`src/sv/ctsp_pkg.sv`:
```
// Caption timestamp parser: shared constants and types.
// Used by ctsp_parser and caption_timestamp_parser_core; no dependencies.
`default_nettype none

package ctsp_pkg;

    localparam int TIME_W = 46;
    localparam int REST_W = 22;
    localparam int MSPH_W = 22;

    localparam logic [7:0] CHAR_COLON = 8'h3A;
    localparam logic [7:0] CHAR_DOT   = 8'h2E;
    localparam logic [7:0] CHAR_ZERO  = 8'h30;
    localparam logic [7:0] CHAR_NINE  = 8'h39;

    localparam logic [6:0] MAX_MIN_SEC = 7'd59;
    localparam logic [2:0] RUN_MAX     = 3'd7;
    localparam logic [2:0] RUN_PAIR    = 3'd2;
    localparam logic [2:0] RUN_TRIPLE  = 3'd3;

    localparam logic [MSPH_W-1:0] MS_PER_HOUR = 22'd3600000;
    localparam logic [15:0]       MS_PER_MIN  = 16'd60000;
    localparam logic [9:0]        MS_PER_SEC  = 10'd1000;

    // Per-character outcome of the parser, minus the parameter-sized fields.
    typedef struct packed {
        logic       emit;
        logic       ok;
        logic [6:0] minutes;
        logic [6:0] seconds;
        logic [9:0] fraction;
    } ctsp_done_t;

endpackage

`default_nettype wire

```
`src/sv/ctsp_parser.sv`:
```
// Timestamp grammar state machine, one character per accepted request.
// Depends on ctsp_pkg.
`default_nettype none

module ctsp_parser #(
    parameter int HOUR_WIDTH    = 24,
    parameter int MAX_TOKEN_LEN = 64
) (
    input  wire logic                               aclk,
    input  wire logic                               aresetn,
    input  wire logic                               in_fire,
    input  wire logic [7:0]                         char_code,
    input  wire logic                               start_req,
    input  wire logic                               end_of_text,
    output ctsp_pkg::ctsp_done_t                    done,
    output logic [HOUR_WIDTH-1:0]                   hours,
    output logic [$clog2(MAX_TOKEN_LEN+1)-1:0]      consumed
);
    import ctsp_pkg::*;

    localparam int CNT_W = $clog2(MAX_TOKEN_LEN + 1);
    localparam int ACC_W = HOUR_WIDTH + 4;

    typedef enum logic [2:0] {
        PH_IDLE, PH_D1, PH_C1, PH_D2, PH_C2, PH_D3, PH_DOT, PH_D4
    } phase_t;

    phase_t                 phase_reg,  phase_next;
    logic                   hours_reg,  hours_next;
    logic [2:0]             run_reg,    run_next;
    logic [HOUR_WIDTH-1:0]  first_reg,  first_next;
    logic [6:0]             second_reg, second_next;
    logic [6:0]             third_reg,  third_next;
    logic [9:0]             frac_reg,   frac_next;
    logic [CNT_W-1:0]       count_reg,  count_next;

    logic                   is_digit;
    logic [3:0]             digit;
    logic [2:0]             run_inc;
    logic [CNT_W-1:0]       count_inc;
    logic [ACC_W-1:0]       first_acc;
    logic [HOUR_WIDTH-1:0]  first_sat;
    logic                   emit;
    logic                   finish_now;
    logic [6:0]             min_sel;
    logic [6:0]             sec_sel;

    assign is_digit  = (char_code >= CHAR_ZERO) && (char_code <= CHAR_NINE);
    assign digit     = is_digit ? 4'(char_code - CHAR_ZERO) : 4'd0;
    assign run_inc   = (run_reg == RUN_MAX) ? RUN_MAX : run_reg + 3'd1;
    assign count_inc = (count_reg < CNT_W'(MAX_TOKEN_LEN)) ? count_reg + CNT_W'(1) : count_reg;
    assign first_acc = (ACC_W'(first_reg) << 3) + (ACC_W'(first_reg) << 1) + ACC_W'(digit);
    assign first_sat = (|first_acc[ACC_W-1:HOUR_WIDTH]) ? {HOUR_WIDTH{1'b1}}
                                                         : first_acc[HOUR_WIDTH-1:0];

    always_comb begin
        phase_next  = phase_reg;
        hours_next  = hours_reg;
        run_next    = run_reg;
        first_next  = first_reg;
        second_next = second_reg;
        third_next  = third_reg;
        frac_next   = frac_reg;
        count_next  = count_reg;
        emit        = 1'b0;
        finish_now  = 1'b0;
        if (in_fire) begin
            if (start_req) begin
                hours_next  = 1'b0;
                run_next    = 3'd0;
                first_next  = '0;
                second_next = '0;
                third_next  = '0;
                frac_next   = '0;
                count_next  = '0;
                if (!is_digit) begin
                    emit = 1'b1;
                end else begin
                    phase_next = PH_D1;
                    run_next   = 3'd1;
                    first_next = HOUR_WIDTH'(digit);
                    count_next = CNT_W'(1);
                end
            end else begin
                case (phase_reg)
                    PH_D1: begin
                        count_next = count_inc;
                        if (is_digit) begin
                            run_next   = run_inc;
                            first_next = first_sat;
                        end else begin
                            hours_next = (run_reg != RUN_PAIR) ||
                                         (first_reg > HOUR_WIDTH'(MAX_MIN_SEC));
                            if (char_code != CHAR_COLON) begin
                                emit = 1'b1;
                            end else begin
                                phase_next = PH_C1;
                            end
                        end
                    end
                    PH_C1, PH_C2, PH_DOT: begin
                        if (!is_digit) begin
                            emit = 1'b1;
                        end else begin
                            run_next   = 3'd1;
                            count_next = count_inc;
                            if (phase_reg == PH_C1) begin
                                second_next = 7'(digit);
                                phase_next  = PH_D2;
                            end else if (phase_reg == PH_C2) begin
                                third_next = 7'(digit);
                                phase_next = PH_D3;
                            end else begin
                                frac_next  = 10'(digit);
                                phase_next = PH_D4;
                            end
                        end
                    end
                    PH_D2, PH_D3: begin
                        if (is_digit) begin
                            run_next   = run_inc;
                            count_next = count_inc;
                            if (run_inc <= RUN_PAIR) begin
                                if (phase_reg == PH_D2) begin
                                    second_next = 7'(second_reg * 7'd10 + 7'(digit));
                                end else begin
                                    third_next = 7'(third_reg * 7'd10 + 7'(digit));
                                end
                            end
                        end else if (run_reg != RUN_PAIR) begin
                            emit = 1'b1;
                        end else begin
                            count_next = count_inc;
                            if (phase_reg == PH_D2 && (hours_reg || char_code == CHAR_COLON)) begin
                                hours_next = 1'b1;
                                if (char_code != CHAR_COLON) begin
                                    emit = 1'b1;
                                end else begin
                                    phase_next = PH_C2;
                                end
                            end else if (char_code != CHAR_DOT) begin
                                emit = 1'b1;
                            end else begin
                                phase_next = PH_DOT;
                            end
                        end
                    end
                    PH_D4: begin
                        if (is_digit) begin
                            run_next   = run_inc;
                            count_next = count_inc;
                            if (run_inc <= RUN_TRIPLE) begin
                                frac_next = 10'(frac_reg * 10'd10 + 10'(digit));
                            end
                        end else begin
                            finish_now = 1'b1;
                        end
                    end
                    default: begin
                    end
                endcase
            end
            if (end_of_text && !emit && !finish_now && phase_next != PH_IDLE) begin
                if (phase_next == PH_D4) begin
                    finish_now = 1'b1;
                end else begin
                    emit = 1'b1;
                end
            end
        end
        if (finish_now) begin
            emit = 1'b1;
        end
        if (emit) begin
            phase_next = PH_IDLE;
        end
    end

    // minutes come from the first group unless hours are present
    assign min_sel = hours_next ? second_next : first_next[6:0];
    assign sec_sel = hours_next ? third_next : second_next;

    assign done.emit     = emit;
    assign done.ok       = finish_now && (run_next == RUN_TRIPLE) &&
                           (min_sel <= MAX_MIN_SEC) && (sec_sel <= MAX_MIN_SEC);
    assign done.minutes  = min_sel;
    assign done.seconds  = sec_sel;
    assign done.fraction = frac_next;
    assign hours         = hours_next ? first_next : '0;
    assign consumed      = count_next;

    always_ff @(posedge aclk) begin
        if (!aresetn) begin
            phase_reg  <= PH_IDLE;
            hours_reg  <= 1'b0;
            run_reg    <= 3'd0;
            first_reg  <= '0;
            second_reg <= '0;
            third_reg  <= '0;
            frac_reg   <= '0;
            count_reg  <= '0;
        end else begin
            phase_reg  <= phase_next;
            hours_reg  <= hours_next;
            run_reg    <= run_next;
            first_reg  <= first_next;
            second_reg <= second_next;
            third_reg  <= third_next;
            frac_reg   <= frac_next;
            count_reg  <= count_next;
        end
    end

endmodule

`default_nettype wire

```
`src/sv/caption_timestamp_parser_core.sv`:
```
// Caption timestamp parser top level: stream ports, parser, millisecond pipeline.
// Depends on ctsp_pkg and ctsp_parser.
//
// Parses [hours:]mm:ss.ttt from a byte stream, one character per cycle while
// s_tready is high, with no gaps needed. An attempt opens on a request with
// s_tuser set and yields at most one result: valid flag, time in milliseconds
// (zero when malformed) and the character count. The grammar state updates
// once per accepted character; the result then passes a capture stage, an hours
// multiply stage and an output register, which drives m_tvalid. Each stage has
// its own valid bit, so input keeps flowing while a result waits on m_tready
// until all three stages are full.
`default_nettype none

module caption_timestamp_parser_core #(
    parameter int HOUR_WIDTH    = 24,
    parameter int MAX_TOKEN_LEN = 64
) (
    input  wire logic                    aclk,
    input  wire logic                    aresetn,
    input  wire logic                    s_tvalid,
    output logic                         s_tready,
    input  wire logic [7:0]              s_tdata,   // char_code
    input  wire logic                    s_tuser,   // start_req
    input  wire logic                    s_tlast,   // end_of_text
    output logic                         m_tvalid,
    input  wire logic                    m_tready,
    // valid_res, time_ms[45:0], consumed, zero pad
    output logic [((47 + $clog2(MAX_TOKEN_LEN+1) + 7) / 8) * 8 - 1:0] m_tdata
);
    import ctsp_pkg::*;

    localparam int CNT_W   = $clog2(MAX_TOKEN_LEN + 1);
    localparam int OUT_W   = 1 + TIME_W + CNT_W;
    localparam int TDATA_W = ((OUT_W + 7) / 8) * 8;
    localparam int PROD_W  = (HOUR_WIDTH + MSPH_W > TIME_W) ? HOUR_WIDTH + MSPH_W : TIME_W;

    logic                    in_fire;
    ctsp_done_t              done;
    logic [HOUR_WIDTH-1:0]   hours;
    logic [CNT_W-1:0]        consumed;

    logic                    p2_ready;
    logic                    out_ready;

    logic                    p1_valid_reg;
    ctsp_done_t              p1_done_reg;
    logic [HOUR_WIDTH-1:0]   p1_hours_reg;
    logic [CNT_W-1:0]        p1_count_reg;

    logic                    p2_valid_reg;
    logic                    p2_ok_reg;
    logic [TIME_W-1:0]       p2_hours_ms_reg;
    logic [REST_W-1:0]       p2_rest_reg;
    logic [CNT_W-1:0]        p2_count_reg;

    logic                    out_valid_reg;
    logic                    out_ok_reg;
    logic [TIME_W-1:0]       out_time_reg;
    logic [CNT_W-1:0]        out_count_reg;

    logic [PROD_W-1:0]       hours_prod;
    logic [REST_W-1:0]       rest_ms;

    assign out_ready = !out_valid_reg || m_tready;
    assign p2_ready  = !p2_valid_reg || out_ready;
    assign s_tready  = !p1_valid_reg || p2_ready;
    assign in_fire   = s_tvalid && s_tready;

    ctsp_parser #(
        .HOUR_WIDTH    (HOUR_WIDTH),
        .MAX_TOKEN_LEN (MAX_TOKEN_LEN)
    ) u_parser (
        .aclk        (aclk),
        .aresetn     (aresetn),
        .in_fire     (in_fire),
        .char_code   (s_tdata),
        .start_req   (s_tuser),
        .end_of_text (s_tlast),
        .done        (done),
        .hours       (hours),
        .consumed    (consumed)
    );

    assign hours_prod = PROD_W'(p1_hours_reg) * PROD_W'(MS_PER_HOUR);
    assign rest_ms    = REST_W'(p1_done_reg.minutes) * REST_W'(MS_PER_MIN)
                      + REST_W'(p1_done_reg.seconds) * REST_W'(MS_PER_SEC)
                      + REST_W'(p1_done_reg.fraction);

    always_ff @(posedge aclk) begin
        if (!aresetn) begin
            p1_valid_reg  <= 1'b0;
            p2_valid_reg  <= 1'b0;
            out_valid_reg <= 1'b0;
        end else begin
            if (s_tready) begin
                p1_valid_reg <= in_fire && done.emit;
            end
            if (p2_ready) begin
                p2_valid_reg <= p1_valid_reg;
            end
            if (out_ready) begin
                out_valid_reg <= p2_valid_reg;
            end
        end
    end

    always_ff @(posedge aclk) begin
        if (s_tready) begin
            p1_done_reg  <= done;
            p1_hours_reg <= hours;
            p1_count_reg <= consumed;
        end
        if (p2_ready) begin
            p2_ok_reg       <= p1_done_reg.ok;
            p2_hours_ms_reg <= hours_prod[TIME_W-1:0];
            p2_rest_reg     <= rest_ms;
            p2_count_reg    <= p1_count_reg;
        end
        if (out_ready) begin
            out_ok_reg    <= p2_ok_reg;
            out_time_reg  <= p2_ok_reg ? p2_hours_ms_reg + TIME_W'(p2_rest_reg) : '0;
            out_count_reg <= p2_count_reg;
        end
    end

    assign m_tvalid = out_valid_reg;
    assign m_tdata  = TDATA_W'({out_count_reg, out_time_reg, out_ok_reg});

    a_bad_time_zero: assert property (@(posedge aclk) disable iff (!aresetn)
        (out_valid_reg && !out_ok_reg) |-> (out_time_reg == '0))
        else $error("malformed result carries nonzero time");

    a_count_bound: assert property (@(posedge aclk) disable iff (!aresetn)
        out_valid_reg |-> (out_count_reg <= CNT_W'(MAX_TOKEN_LEN)))
        else $error("consumed count above limit");

    a_ready_when_room: assert property (@(posedge aclk) disable iff (!aresetn)
        !p1_valid_reg |-> s_tready)
        else $error("input stalled with empty capture stage");

    a_no_phantom: assert property (@(posedge aclk) disable iff (!aresetn)
        (s_tready && !s_tvalid) |=> !p1_valid_reg)
        else $error("result captured without a request");

endmodule

`default_nettype wire
```
`config.mk`:
```
export PLATFORM = sky130hd
export DESIGN_NAME = caption_timestamp_parser_core
export DESIGN_NICKNAME = d
export VERILOG_FILES = /design/src/sv/ctsp_pkg.sv /design/src/sv/ctsp_parser.sv /design/src/sv/caption_timestamp_parser_core.sv
export SDC_FILE = /design/constraint.sdc
export NUM_CORES = 1
export LEC_CHECK = 0
export BUFFER_PORTS_ARGS = -buffer_cell sky130_fd_sc_hd__buf_2
export CAP_MARGIN = 0
export CELL_PAD_IN_SITES_DETAIL_PLACEMENT = 1
export CELL_PAD_IN_SITES_GLOBAL_PLACEMENT = 1
export CORE_UTILIZATION = 50
export DETAILED_ROUTE_END_ITERATION = 7
export PLACE_DENSITY = 0.83
export SYNTH_ARGS = -nofsm -noshare
export SYNTH_HDL_FRONTEND = slang
export SYNTH_HIERARCHICAL = 1
export SYNTH_SLANG_ARGS = --single-unit
```
`constraint.sdc`:
```
create_clock -name aclk -period 7.5 [get_ports aclk]
set_input_delay 0.75 -clock aclk [delete_from_list [all_inputs] [get_ports aclk]]
set_output_delay 0.75 -clock aclk [all_outputs]
set_load 0.05 [all_outputs]
```
## Yosys cells after proc, flatten, opt, wreduce, memory -nomap -nowiden

Index checks and enable logic that the tools add are counted.

- Input bits: 14
- Word-level logic and storage cells: 181
- Register bits after elaboration: 244

- Multiplexer cells: 90
- Add/subtract/negate cells: 11
- Multipliers: 6
- Reduce and logical (&&, ||, !) cells: 27
- Equality and inequality tests: 14
- Bitwise logic cells: 1
- Order comparisons: 8

Operators by type and width:

| kind | number |
|---|---|
| two-way mux 7 bit | 23 |
| two-way mux 24 bit | 5 |
| two-way mux 10 bit | 7 |
| two-way mux 3 bit | 17 |
| adder 46 x 22 -> 46 bit | 1 |
| multiplier 24 x 15 -> 39 bit, second input constant | 1 |
| adder 27 x 25 -> 28 bit | 1 |
| adder 28 x 4 -> 28 bit | 1 |
| case mux 7 bit (2 select lines) | 2 |
| two-way mux 1 bit | 27 |
| > comparator 24 x 6 -> 1 bit, second input constant | 1 |
| adder 22 x 10 -> 22 bit | 1 |
| adder 22 x 17 -> 22 bit | 1 |
| case mux 7 bit (3 select lines) | 1 |
| case mux 10 bit (2 select lines) | 1 |
| equality test 3 bit, second input constant | 6 |
| multiplier 7 x 11 -> 17 bit, second input constant | 1 |
| inequality test 8 x 6 -> 1 bit, second input constant | 2 |
| adder 7 x 4 -> 7 bit | 2 |
| <= comparator 7 x 6 -> 1 bit, second input constant | 2 |
| multiplier 7 x 3 -> 6 bit, second input constant | 2 |
| multiplier 7 x 7 -> 14 bit, second input constant | 1 |
| OR reduction 4 bit | 3 |
| adder 10 x 4 -> 10 bit | 1 |
| 25 further kinds | 47 |

## Depth between registers and ports, before layout

Gate-level depths: netlist of run 1.

- Word-level depth: 18
- Mapped depth: 25
- Mapped depth without buffers: 25

## By module

The synthesis of run 1 kept the hierarchy.

Modules (own cells, without submodules):

| module | sequential area each (µm²) | area an instance (µm²) | times used | cells each |
|---|---|---|---|---|
| caption_timestamp_parser_core | 5,435.2 | 18,083.6 | 1 | 1,574 |
| ctsp_parser | 1,241.2 | 6,862.8 | 1 | 909 |

## Least setup slack after synthesis of run 1

No wires, ideal clock.

- Kind: register to register
- Start: register p1_hours_reg[9]
- End: register p2_hours_ms_reg[43], data pin
- Arrival: 5.532 ns
- Cell stages (with the launch flop): 21
- Slack: 1.710 ns
- Buffers on the path: 0
- Cell sequence: edfxtp_1 ha_1 inv_1 fa_1 inv_1 fa_1 fa_1 fa_1 inv_1 fa_1 inv_1 ha_1 a21oi_1 o21ai_1 a221oi_1 o21ai_0 a211oi_2 a21oi_1 a31o_1 a21oi_2 xnor2_1

- Longest elaborated chain between the ends: 1

RTL lines:

| element | line | RTL |
|---|---|---|
| from (decl) | caption_timestamp_parser_core.sv:47 | `logic [HOUR_WIDTH-1:0] p1_hours_reg;` |
| from (signal assigned) | caption_timestamp_parser_core.sv:110 | `p1_hours_reg <= hours;` |
| multiplier 24 x 15 -> 39 bit | caption_timestamp_parser_core.sv:84 | `assign hours_prod = PROD_W'(p1_hours_reg) * PROD_W'(MS_PER_HOUR);` |
| net hours_prod[43] | caption_timestamp_parser_core.sv:61 | `logic [PROD_W-1:0] hours_prod;` |
| to (signal assigned) | caption_timestamp_parser_core.sv:115 | `p2_hours_ms_reg <= hours_prod[TIME_W-1:0];` |
| to (decl) | caption_timestamp_parser_core.sv:52 | `logic [TIME_W-1:0] p2_hours_ms_reg;` |

The timed path passes the listed nets, and every way through them passes these cells.
A chain may end at the register's enable or synchronous reset.

## Final worst setup path of run 1

- Start: register p1_done_reg[11] in the netlist's numbering
- End: register p2_rest_reg[21], data pin

- Longest elaborated chain between the ends: 3

RTL lines:

| element | line | RTL |
|---|---|---|
| from (decl) | caption_timestamp_parser_core.sv:46 | `ctsp_done_t p1_done_reg;` |
| from (signal assigned) | caption_timestamp_parser_core.sv:109 | `p1_done_reg <= done;` |
| multiplier 7 x 7 -> 14 bit | caption_timestamp_parser_core.sv:86 | `+ REST_W'(p1_done_reg.seconds) * REST_W'(MS_PER_SEC)` |
| adder 22 x 17 -> 22 bit | caption_timestamp_parser_core.sv:86 |  |
| adder 22 x 10 -> 22 bit | caption_timestamp_parser_core.sv:87 | `+ REST_W'(p1_done_reg.fraction);` |
| net rest_ms[21] | caption_timestamp_parser_core.sv:62 | `logic [REST_W-1:0] rest_ms;` |
| to (signal assigned) | caption_timestamp_parser_core.sv:116 | `p2_rest_reg <= rest_ms;` |
| to (decl) | caption_timestamp_parser_core.sv:53 | `logic [REST_W-1:0] p2_rest_reg;` |

The timed path passes the listed nets, and every way through them passes these cells.

==> results of run 1 <==
[kinds of logic after synthesis]
| kind of cell | Yosys count | share of synthesized area |
|---|---|---|
| AOI/OAI and AO/OA | 460 | 0.1248 |
| xor gates and xnor gates | 141 | 0.04950 |
| adders and majority gates | 569 | 0.3534 |
| buffers and inverters | 451 | 0.07027 |
| DFF | 244 | 0.2676 |
| muxes | 21 | 0.008827 |
| other | 1 | 0.0001503 |
| and+or+nand+nor | 596 | 0.1254 |
[cells in the mapped netlist (6+ instances only)]
library cell	instances
nor3b_1	10
and3_1	21
and2_1	52
nand3_1	37
xnor2_1	103
o21ai_0	91
buf_2	14
inv_1	382
buf_4	7
and3b_1	6
nand3b_1	6
a31oi_1	15
nor2b_1	36
nand2b_1	25
o211ai_1	17
edfxtp_1	179
clkbuf_1	38
ha_1	338
o21a_1	17
o2bb2ai_1	10
nor3_1	33
o21bai_1	9
a32oi_1	6
or3_1	9
fa_1	227
a21oi_1	128
nor2_1	137
a21o_1	42
o31ai_1	6
nand4_1	11
a22oi_1	7
a211oi_1	17
nand2_1	136
xor2_1	38
o21ai_1	10
nor4_1	32
mux2i_1	16
dfxtp_1	65
[final timing paths]
kind	startpoint	to	slack [ns]
worst min-delay path	p1_count_reg[2]	p2_count_reg[2]	0.41
worst max-delay path	p1_done_reg[11]	p2_rest_reg[21]	0.90
worst min register to register	p1_count_reg[2]	p2_count_reg[2]	0.41
worst max register to register	p1_done_reg[11]	p2_rest_reg[21]	0.90
[metal layers]
layer	routed length, µm	share of wire
met4	1689	0.025
met1	30000	0.44
met3	3142	0.046
met2	33140	0.49
met5	0	0
[area by class of cell]
class,instances,share of cell area
tap,664,0.03086
inverter,384,0.05353
clock buffer,36,0.02830
multi-input combinational,1789,0.6143
sequential,244,0.2480
clock inverter,16,0.007482
timing repair buffer,86,0.01757
[through the flow]
stage / setup WS [ns] / std cells
after CTS: 0.9141 / 3219
after global placement: 1.379 / 3167
after global routing: 0.6391 / 3219
final: 0.8982 / 3219
after detailed placement: 1.092 / 3167
after floorplan: 1.710 / 2484
[power by group through the flow]
| stage | Clock, mW | Sequential [mW] | Combinational, mW |
|---|---|---|---|
| 3_3_place_gp | 0 | 1.48 | 0.160 |
| 4_1_cts | 1.46 | 1.46 | 0.172 |
| 6_report | 1.44 | 1.46 | 0.173 |
| 3_5_place_dp | 0 | 1.48 | 0.169 |
| 2_1_floorplan | 0 | 1.49 | 0.109 |
| 5_1_grt | 1.50 | 1.46 | 0.189 |
==> flow_summary.json, run 1 <==
{
  "internal_power_mw": 2.333,
  "p_total_mw": 3.066,
  "hpwl_um": 54110,
  "p_leak_nw": 13.61,
  "comb_power_share": 0.057,
  "cp.required_ns": 7.80,
  "numCtsBuffers": 28,
  "cpMaxStageDelayCell": "fa_1",
  "async_reset_ff_frac": 0,
  "hold_slack_ns": 0.4121,
  "crit_fanout": 5,
  "die-width_um": 225.4,
  "path_delay_family": "adder cells",
  "cts_resized": 0,
  "grt_pass1_vias": 20260,
  "grt_max_degree": 70,
  "htree_levels": 1,
  "fin_crit_ns": 6.602,
  "drt-initial-drc-count": 1226,
  "portBuffers": 69,
  "grt_util_met2": 0.4669,
  "finalSetupViolations": 0,
  "power.switching_uw": 732.5,
  "grt_use_met3": 0.03494,
  "hold_class": "reg2reg",
  "critPathArrivalTime_ns": 6.90,
  "ys_ff_latch": 244,
  "seq_area_um2": 6676,
  "postCtsHoldBufs": 0,
  "fin_skew_ns": 0.03181,
  "end_kind": "flip-flop",
  "cts_buffer_depth": 3,
  "cap_violations": 0,
  "p_clk_frac": 0.468,
  "critPathBufInv": 2,
  "synth-edff-count": 179,
  "drc": 0,
  "diodes": 0,
  "clkSinkCount": 244,
  "yosys.area.top_type": "edfxtp_1",
  "ant_nets": 0,
  "cts.clk_slew.worst_paths_ns": 0.06,
  "synth_area_um2": 24950,
  "core_um2": 49050,
  "postLayoutCoreUtil": 0.5489,
  "seq_power_share": 0.475,
  "grt_util_met1": 0.3586,
  "slew_viol_final": 0,
  "syn_inst": 2483,
  "avgSynthCellArea_um2": 10.05,
  "grt_pass1_wl_um": 108900,
  "layout_common_cells": "381 x inv_1, 338 x ha_1, 227 x fa_1",
  "crit_type": "reg2reg",
  "postPlaceCellArea_um2": 25960,
  "nFillCells": 5526,
  "path_depth": 21,
  "crit_path_start_kind": "flip-flop",
  "largest_register_ffs": 46,
  "worst_pin_slew_ns": 1.072,
  "yosysTopAreaCellShare": 0.2155,
  "final-hold-violation-count": 0,
  "dr.pass1.iters": 5,
  "wl_um": 67980,
  "cts-root-buf": "clkbuf_16",
  "ys_seq_area_frac": 0.2676,
  "setup_tns_ns": 0,
  "clk_latency_ns": 0.59,
  "final_nets": 3112,
  "switching_share": 0.2389,
  "post_cts_buffers": 0,
  "track_usage": 0.2718,
  "synth_cell_types": 112,
  "clock.fmax_mhz": 151.5,
  "tritoncts": "yes",
  "max_stage_delay_ns": 0.57,
  "powerDensity_nw_per_um2": 113.9,
  "drive_gt1_frac": 0.07397,
  "ir_worst_vdd_mv": 0.1368,
  "grt_busiest_layer": "met2",
  "overflow": 0,
  "wl_per_cell_um": 21.12,
  "dieArea_um2": 50790,
  "synth.area.top_cells": "edfxtp_1 22%, fa_1 18%, ha_1 17%",
  "yosys_most_used_dff": "edfxtp_1",
  "r2r_cells": 21,
  "gp_congestion": 0.9102,
  "rsz0062_at_grt": "false",
  "io_pins": 72,
  "vias": 18510,
  "initial_core_util": 0.5086,
  "ys_warn_count": 6,
  "period_share": 0.8802,
  "multi_input_area_um2": 16540,
  "antenna_found_initial": 0,
  "crit_chain": "fa_1 > fa_1 > inv_1 > fa_1 > fa_1 > inv_1 > ha_1 > o21ai_0 > a21boi_1 > o21ai_0 > a21boi_1 > o21ai_0 > a21boi_1 > nor4_1 > a311o_1 > ha_1 > ha_1 > or3_1 > o211ai_1 > nor3_1 > xnor2_1",
  "viasPerCell": 5.749,
  "min_path_cells": 0,
  "syn_to_final_growth_pct": 7.930,
  "crit_top_cell": "fa_1",
  "rows": 81,
  "final_area_um2": 26920,
  "dieHeight_um": 225.4,
  "outcome": "finished clean",
  "final_common_cell": "inv_1",
  "timing.slew.headroom": 0.2800
}
Power figures use the tool's default switching activity.
==> inputs of run 2 (changes only) <==
--- a/config.mk
+++ b/config.mk
@@ -9,10 +9,10 @@
 export CAP_MARGIN = 0
 export CELL_PAD_IN_SITES_DETAIL_PLACEMENT = 1
 export CELL_PAD_IN_SITES_GLOBAL_PLACEMENT = 1
+export CORE_ASPECT_RATIO = 1.25
 export CORE_UTILIZATION = 50
 export DETAILED_ROUTE_END_ITERATION = 7
 export PLACE_DENSITY = 0.83
 export SYNTH_ARGS = -nofsm -noshare
 export SYNTH_HDL_FRONTEND = slang
-export SYNTH_HIERARCHICAL = 1
 export SYNTH_SLANG_ARGS = --single-unit
==> flow_summary.json, run 2 <==
{
  "fin_crit_ns": 6.532,
  "slew_viol_final": 0,
  "dr.pass1.iters": 5,
  "dieHeight_um": 246.6,
  "ys_ff_latch": 244,
  "final_common_cell": "ha_1",
  "period_share": 0.8710,
  "cts_buffer_depth": 3,
  "wl_per_cell_um": 20.52,
  "hpwl_um": 50490,
  "final-hold-violation-count": 0,
  "numCtsBuffers": 27,
  "grt_pass1_vias": 19320,
  "synth.area.top_cells": "edfxtp_1 22%, fa_1 20%, ha_1 17%",
  "synth-edff-count": 179,
  "yosys_most_used_dff": "edfxtp_1",
  "die-width_um": 197.7,
  "cts_resized": 0,
  "ir_worst_vdd_mv": 0.1579,
  "critPathArrivalTime_ns": 6.84,
  "dieArea_um2": 48770,
  "drive_gt1_frac": 0.06708,
  "grt_pass1_wl_um": 101600,
  "synth_cell_types": 95,
  "finalSetupViolations": 0,
  "yosysTopAreaCellShare": 0.2245,
  "cap_violations": 0,
  "clk_latency_ns": 0.59,
  "io_pins": 72,
  "crit_fanout": 7,
  "postCtsHoldBufs": 0,
  "final_nets": 2976,
  "syn_inst": 2330,
  "comb_power_share": 0.087,
  "p_leak_nw": 13.09,
  "antenna_found_initial": 0,
  "crit_path_start_kind": "flip-flop",
  "wl_um": 62630,
  "tritoncts": "yes",
  "worst_pin_slew_ns": 1.263,
  "rsz0062_at_grt": "false",
  "rows": 89,
  "seq_power_share": 0.458,
  "preCtsSetupSlack_ns": 1.025,
  "grt_max_degree": 70,
  "post_cts_buffers": 0,
  "htree_levels": 1,
  "avgSynthCellArea_um2": 10.27,
  "power.switching_uw": 798.4,
  "switching_share": 0.2471,
  "powerDensity_nw_per_um2": 124.7,
  "end_kind": "flip-flop",
  "p_clk_frac": 0.455,
  "vias": 17390,
  "largest_register_ffs": 46,
  "diodes": 0,
  "timing.slew.headroom": 0.1552,
  "clock.fmax_mhz": 153.1,
  "outcome": "finished clean",
  "async_reset_ff_frac": 0,
  "cts.clk_slew.worst_paths_ns": 0.08,
  "drc": 0,
  "viasPerCell": 5.697,
  "track_usage": 0.2643,
  "drt-initial-drc-count": 692,
  "initial_core_util": 0.5070,
  "setup_tns_ns": 0,
  "overflow": 0,
  "ys_warn_count": 0,
  "synth_area_um2": 23940,
  "syn_to_final_growth_pct": 8.247,
  "core_um2": 47220,
  "ant_nets": 0,
  "yosys.area.top_type": "edfxtp_1",
  "ys_seq_area_frac": 0.2789,
  "fin_skew_ns": 0.03415,
  "yosysMostFrequentCell": "ha_1",
  "gp_congestion": 0.8967,
  "cp.required_ns": 7.80,
  "yosys-top-cells-count": "332 x ha_1, 302 x inv_1, 236 x fa_1, 179 x edfxtp_1, 177 x nor2_1",
  "portBuffers": 69,
  "internal_power_mw": 2.433,
  "layout_common_cells": "332 x ha_1, 301 x inv_1, 236 x fa_1",
  "clkSinkCount": 244,
  "hold_class": "reg2reg",
  "crit_type": "reg2reg",
  "cts-root-buf": "clkbuf_16",
  "timing.final.ws_setup_ns": 0.9678
}
==> run 2: kinds of logic after synthesis <==
kind of cell               share of synthesized area
AOI/OAI and AO/OA                             0.1220
other                                      0.0001566
xor gates and xnor gates                     0.05043
and+or+nand+nor                               0.1114
buffers and inverters                        0.05812
muxes                                       0.005644
adders and majority gates                     0.3734
DFF                                           0.2789
==> run 2: path summary, 6_finish.rpt <==
path	from	depth (start not counted)	slack, ns	endpoint
hold / removal	p1_done_reg[2]	0	0.41	p2_rest_reg[2]
setup reg to reg	p1_hours_reg[7]	21	0.97	p2_hours_ms_reg[45]
setup / recovery	p1_hours_reg[7]	21	0.97	p2_hours_ms_reg[45]
hold reg to reg	p1_done_reg[2]	0	0.41	p2_rest_reg[2]
==> run 2: cell type report <==
cell class | count | area [µm²]
fillers | 5267 | 21300
multi-input cells | 1735 | 15880
flip-flops and latches | 244 | 6676
inverters | 304 | 1141
well taps | 637 | 797.0
clock buffers | 32 | 724.4
repair buffers | 82 | 442.9
clock inverters | 18 | 249.0
==> run 2: critical path, stage by stage (launching register included) <==
cell and delay (ns):
edfxtp_1 0.55, ha_1 0.43, inv_1 0.08, fa_1 0.54, inv_1 0.06, fa_1 0.51, inv_1 0.05, fa_1 0.46
fa_1 0.55, inv_1 0.06, fa_1 0.48, ha_1 0.38, a21o_1 0.19, a21oi_1 0.23, o31ai_1 0.17, o31a_1 0.34
o21ai_0 0.32, o21a_1 0.23, or2_2 0.14, nor3_1 0.06, o41ai_1 0.32, xnor2_1 0.12
==> run 2: through the flow <==
step	utilization	hold WS [ns]	power (mW)	cell area [µm²]	cells
after floorplan	-	0.4003	1.705	23940	2331
after global placement	0.5282	0.4045	1.766	24940	3002
after detailed placement	0.5282	0.4063	1.784	24940	3002
after CTS	0.5489	0.4120	3.256	25910	3052
after global routing	0.5489	0.4247	3.331	25910	3052
final	0.5489	0.4119	3.231	25910	3052
==> run 2: metal layers <==
metal | wire length [µm] | up-vias | track usage
met5 | 0 | - | 0
met4 | 1888 | 0 | 0.08299
met3 | 1971 | 125 | 0.02806
met2 | 32100 | 313 | 0.4784
met1 | 26680 | 8767 | 0.3277
li1 | - | 8181 | -
==> run 2: power groups by stage <==
stage | logic, mW | clock network (mW) | registers [mW]
floorplan | 0.187 | 0 | 1.52
global route | 0.308 | 1.54 | 1.48
CTS | 0.280 | 1.50 | 1.48
global placement | 0.259 | 0 | 1.51
finish | 0.280 | 1.47 | 1.48
detailed placement | 0.275 | 0 | 1.51
==> inputs of run 3 (changes only) <==
--- a/config.mk
+++ b/config.mk
@@ -12,6 +12,7 @@
 export CORE_ASPECT_RATIO = 1.25
 export CORE_UTILIZATION = 50
 export DETAILED_ROUTE_END_ITERATION = 7
+export GPL_ROUTABILITY_DRIVEN = 0
 export PLACE_DENSITY = 0.83
 export SYNTH_ARGS = -nofsm -noshare
 export SYNTH_HDL_FRONTEND = slang
==> constraint.sdc (replaced) <==
create_clock -name aclk -period 7.5 [get_ports aclk]
set_input_delay 1.125 -clock aclk [delete_from_list [all_inputs] [get_ports aclk]]
set_output_delay 1.125 -clock aclk [all_outputs]
set_load 0.05 [all_outputs]
==> flow_summary.json, run 3 (same netlist as run 2, synthesis figures left out) <==
{
  "slew_viol_final": 0,
  "final-hold-violation-count": 0,
  "period_share": 0.8896,
  "layout_common_cells": "332 x ha_1, 301 x inv_1, 236 x fa_1",
  "crit_fanout": 7,
  "routed.top_layer": "met4",
  "crit_type": "reg2reg",
  "dieArea_um2": 48770,
  "cts.clk_slew.worst_paths_ns": 0.06,
  "wl_um": 66580,
  "drt-initial-drc-count": 858,
  "overflow": 0,
  "clk_latency_ns": 0.59,
  "htree_levels": 1,
  "powerDensity_nw_per_um2": 121.4,
  "final_nets": 2976,
  "dieHeight_um": 246.6,
  "dr.pass1.iters": 4,
  "p_leak_nw": 13.05,
  "fin_crit_ns": 6.672,
  "p_total_mw": 3.138,
  "grt_pass1_wl_um": 106200,
  "postLayoutCoreUtil": 0.5474,
  "preCtsSetupSlack_ns": 0.9489,
  "track_usage": 0.2789,
  "die-width_um": 197.7,
  "wl_per_cell_um": 21.82,
  "grt_pass1_vias": 20020,
  "cp.required_ns": 7.81,
  "worst_pin_slew_ns": 1.231,
  "nFillCells": 5224,
  "min_path_cells": 0,
  "cts-root-buf": "clkbuf_16",
  "io_pins": 72,
  "routed-wl-met2_um": 34860,
  "portBuffers": 69,
  "setup_tns_ns": 0,
  "hold_class": "reg2reg",
  "final_common_cell": "ha_1",
  "post_cts_buffers": 0,
  "rows": 89,
  "ir_worst_vdd_mv": 0.1718,
  "dr_wl_met3_um": 2433,
  "grt_max_degree": 70,
  "tritoncts": "yes",
  "r2r_cells": 21,
  "initial_core_util": 0.5070,
  "final_cells": 3051,
  "largest_register_ffs": 46,
  "timing.slew.headroom": 0.1763,
  "ant_nets": 0,
  "cts_resized": 0,
  "place_inst": 3002,
  "vias": 17840,
  "antenna_found_initial": 0,
  "core_um2": 47220,
  "critPathArrivalTime_ns": 6.99,
  "fin_skew_ns": 0.03910,
  "cts_buffer_depth": 3,
  "cap_violations": 0,
  "rsz0062_at_grt": "false",
  "drt-met1-wl_um": 26610,
  "drc": 0,
  "viasPerCell": 5.847,
  "outcome": "finished clean",
  "hpwl_um": 52550,
  "numCtsBuffers": 27,
  "postCtsHoldBufs": 0,
  "end_kind": "flip-flop",
  "clock.fmax_mhz": 149.9,
  "diodes": 0,
  "timing.final.ws_setup_ns": 0.8281,
  "syn_to_final_growth_pct": 7.959,
  "finalSetupViolations": 0,
  "clkSinkCount": 244,
  "crit_path_start_kind": "flip-flop",
  "drive_gt1_frac": 0.06587
}
-- run 3: cell count changes in the layout (fill, tap and decap cells not counted) --
cell        before  now
bufinv_16        5    3
clkinv_4         2    0
clkinvlp_4       3    5
clkbuf_1         2    3
clkbuf_8         3    2
clkinv_1         3    4
-- run 3: cell type report --
type,count,area [µm²],area share
clock buffer,32,714.4,0.02764
clock inverter,17,190.2,0.007358
inverter,304,1141,0.04415
multi-input combinational,1735,15880,0.6146
sequential,244,6676,0.2583
tap,637,797.0,0.03084
timing repair buffer,82,442.9,0.01714
-- run 3: layer usage --
metal | vias to the layer above | global-route usage
li1 | 8189 | -
met2 | 450 | 0.5216
met1 | 9001 | 0.3200
met5 | - | 0
met4 | 0 | 0.1176
met3 | 199 | 0.02888
-- run 3: where the power goes --
part           switching, mW  leakage, nW  internal, mW
Sequential            0.0143         2.71          1.46
Clock                  0.593        0.427         0.789
Combinational          0.179         9.92         0.101
Total                  0.786         13.1          2.35
-- run 3: worst max-delay path: stages (launching register included) --
cell,delay [ns]
edfxtp_1,0.54
ha_1,0.45
inv_1,0.09
fa_1,0.56
inv_1,0.06
fa_1,0.51
inv_1,0.06
fa_1,0.47
fa_1,0.54
inv_1,0.05
fa_1,0.48
ha_1,0.39
a21o_1,0.20
a21oi_1,0.27
o21a_1,0.20
o21ai_0,0.17
o22ai_1,0.44
o21a_1,0.23
o21ai_0,0.18
nand3b_1,0.22
a31oi_1,0.21
xnor2_1,0.08
-- run 3: metrics by stage --
step	cell area [µm²]	hold slack, ns
5_1_grt	25850	0.4311
2_1_floorplan	23940	0.4003
3_5_place_dp	24940	0.4063
3_3_place_gp	24940	0.4040
4_1_cts	25850	0.4218
6_report	25850	0.4224
-- run 3: worst paths after layout --
path | to | slack, ns | startpoint
worst min register to register | p2_count_reg[4] | 0.42 | p1_count_reg[4]
worst max-delay path | p2_hours_ms_reg[44] | 0.83 | p1_hours_reg[8]
worst max register to register | p2_hours_ms_reg[44] | 0.83 | p1_hours_reg[8]
worst min-delay path | p2_count_reg[4] | 0.42 | p1_count_reg[4]
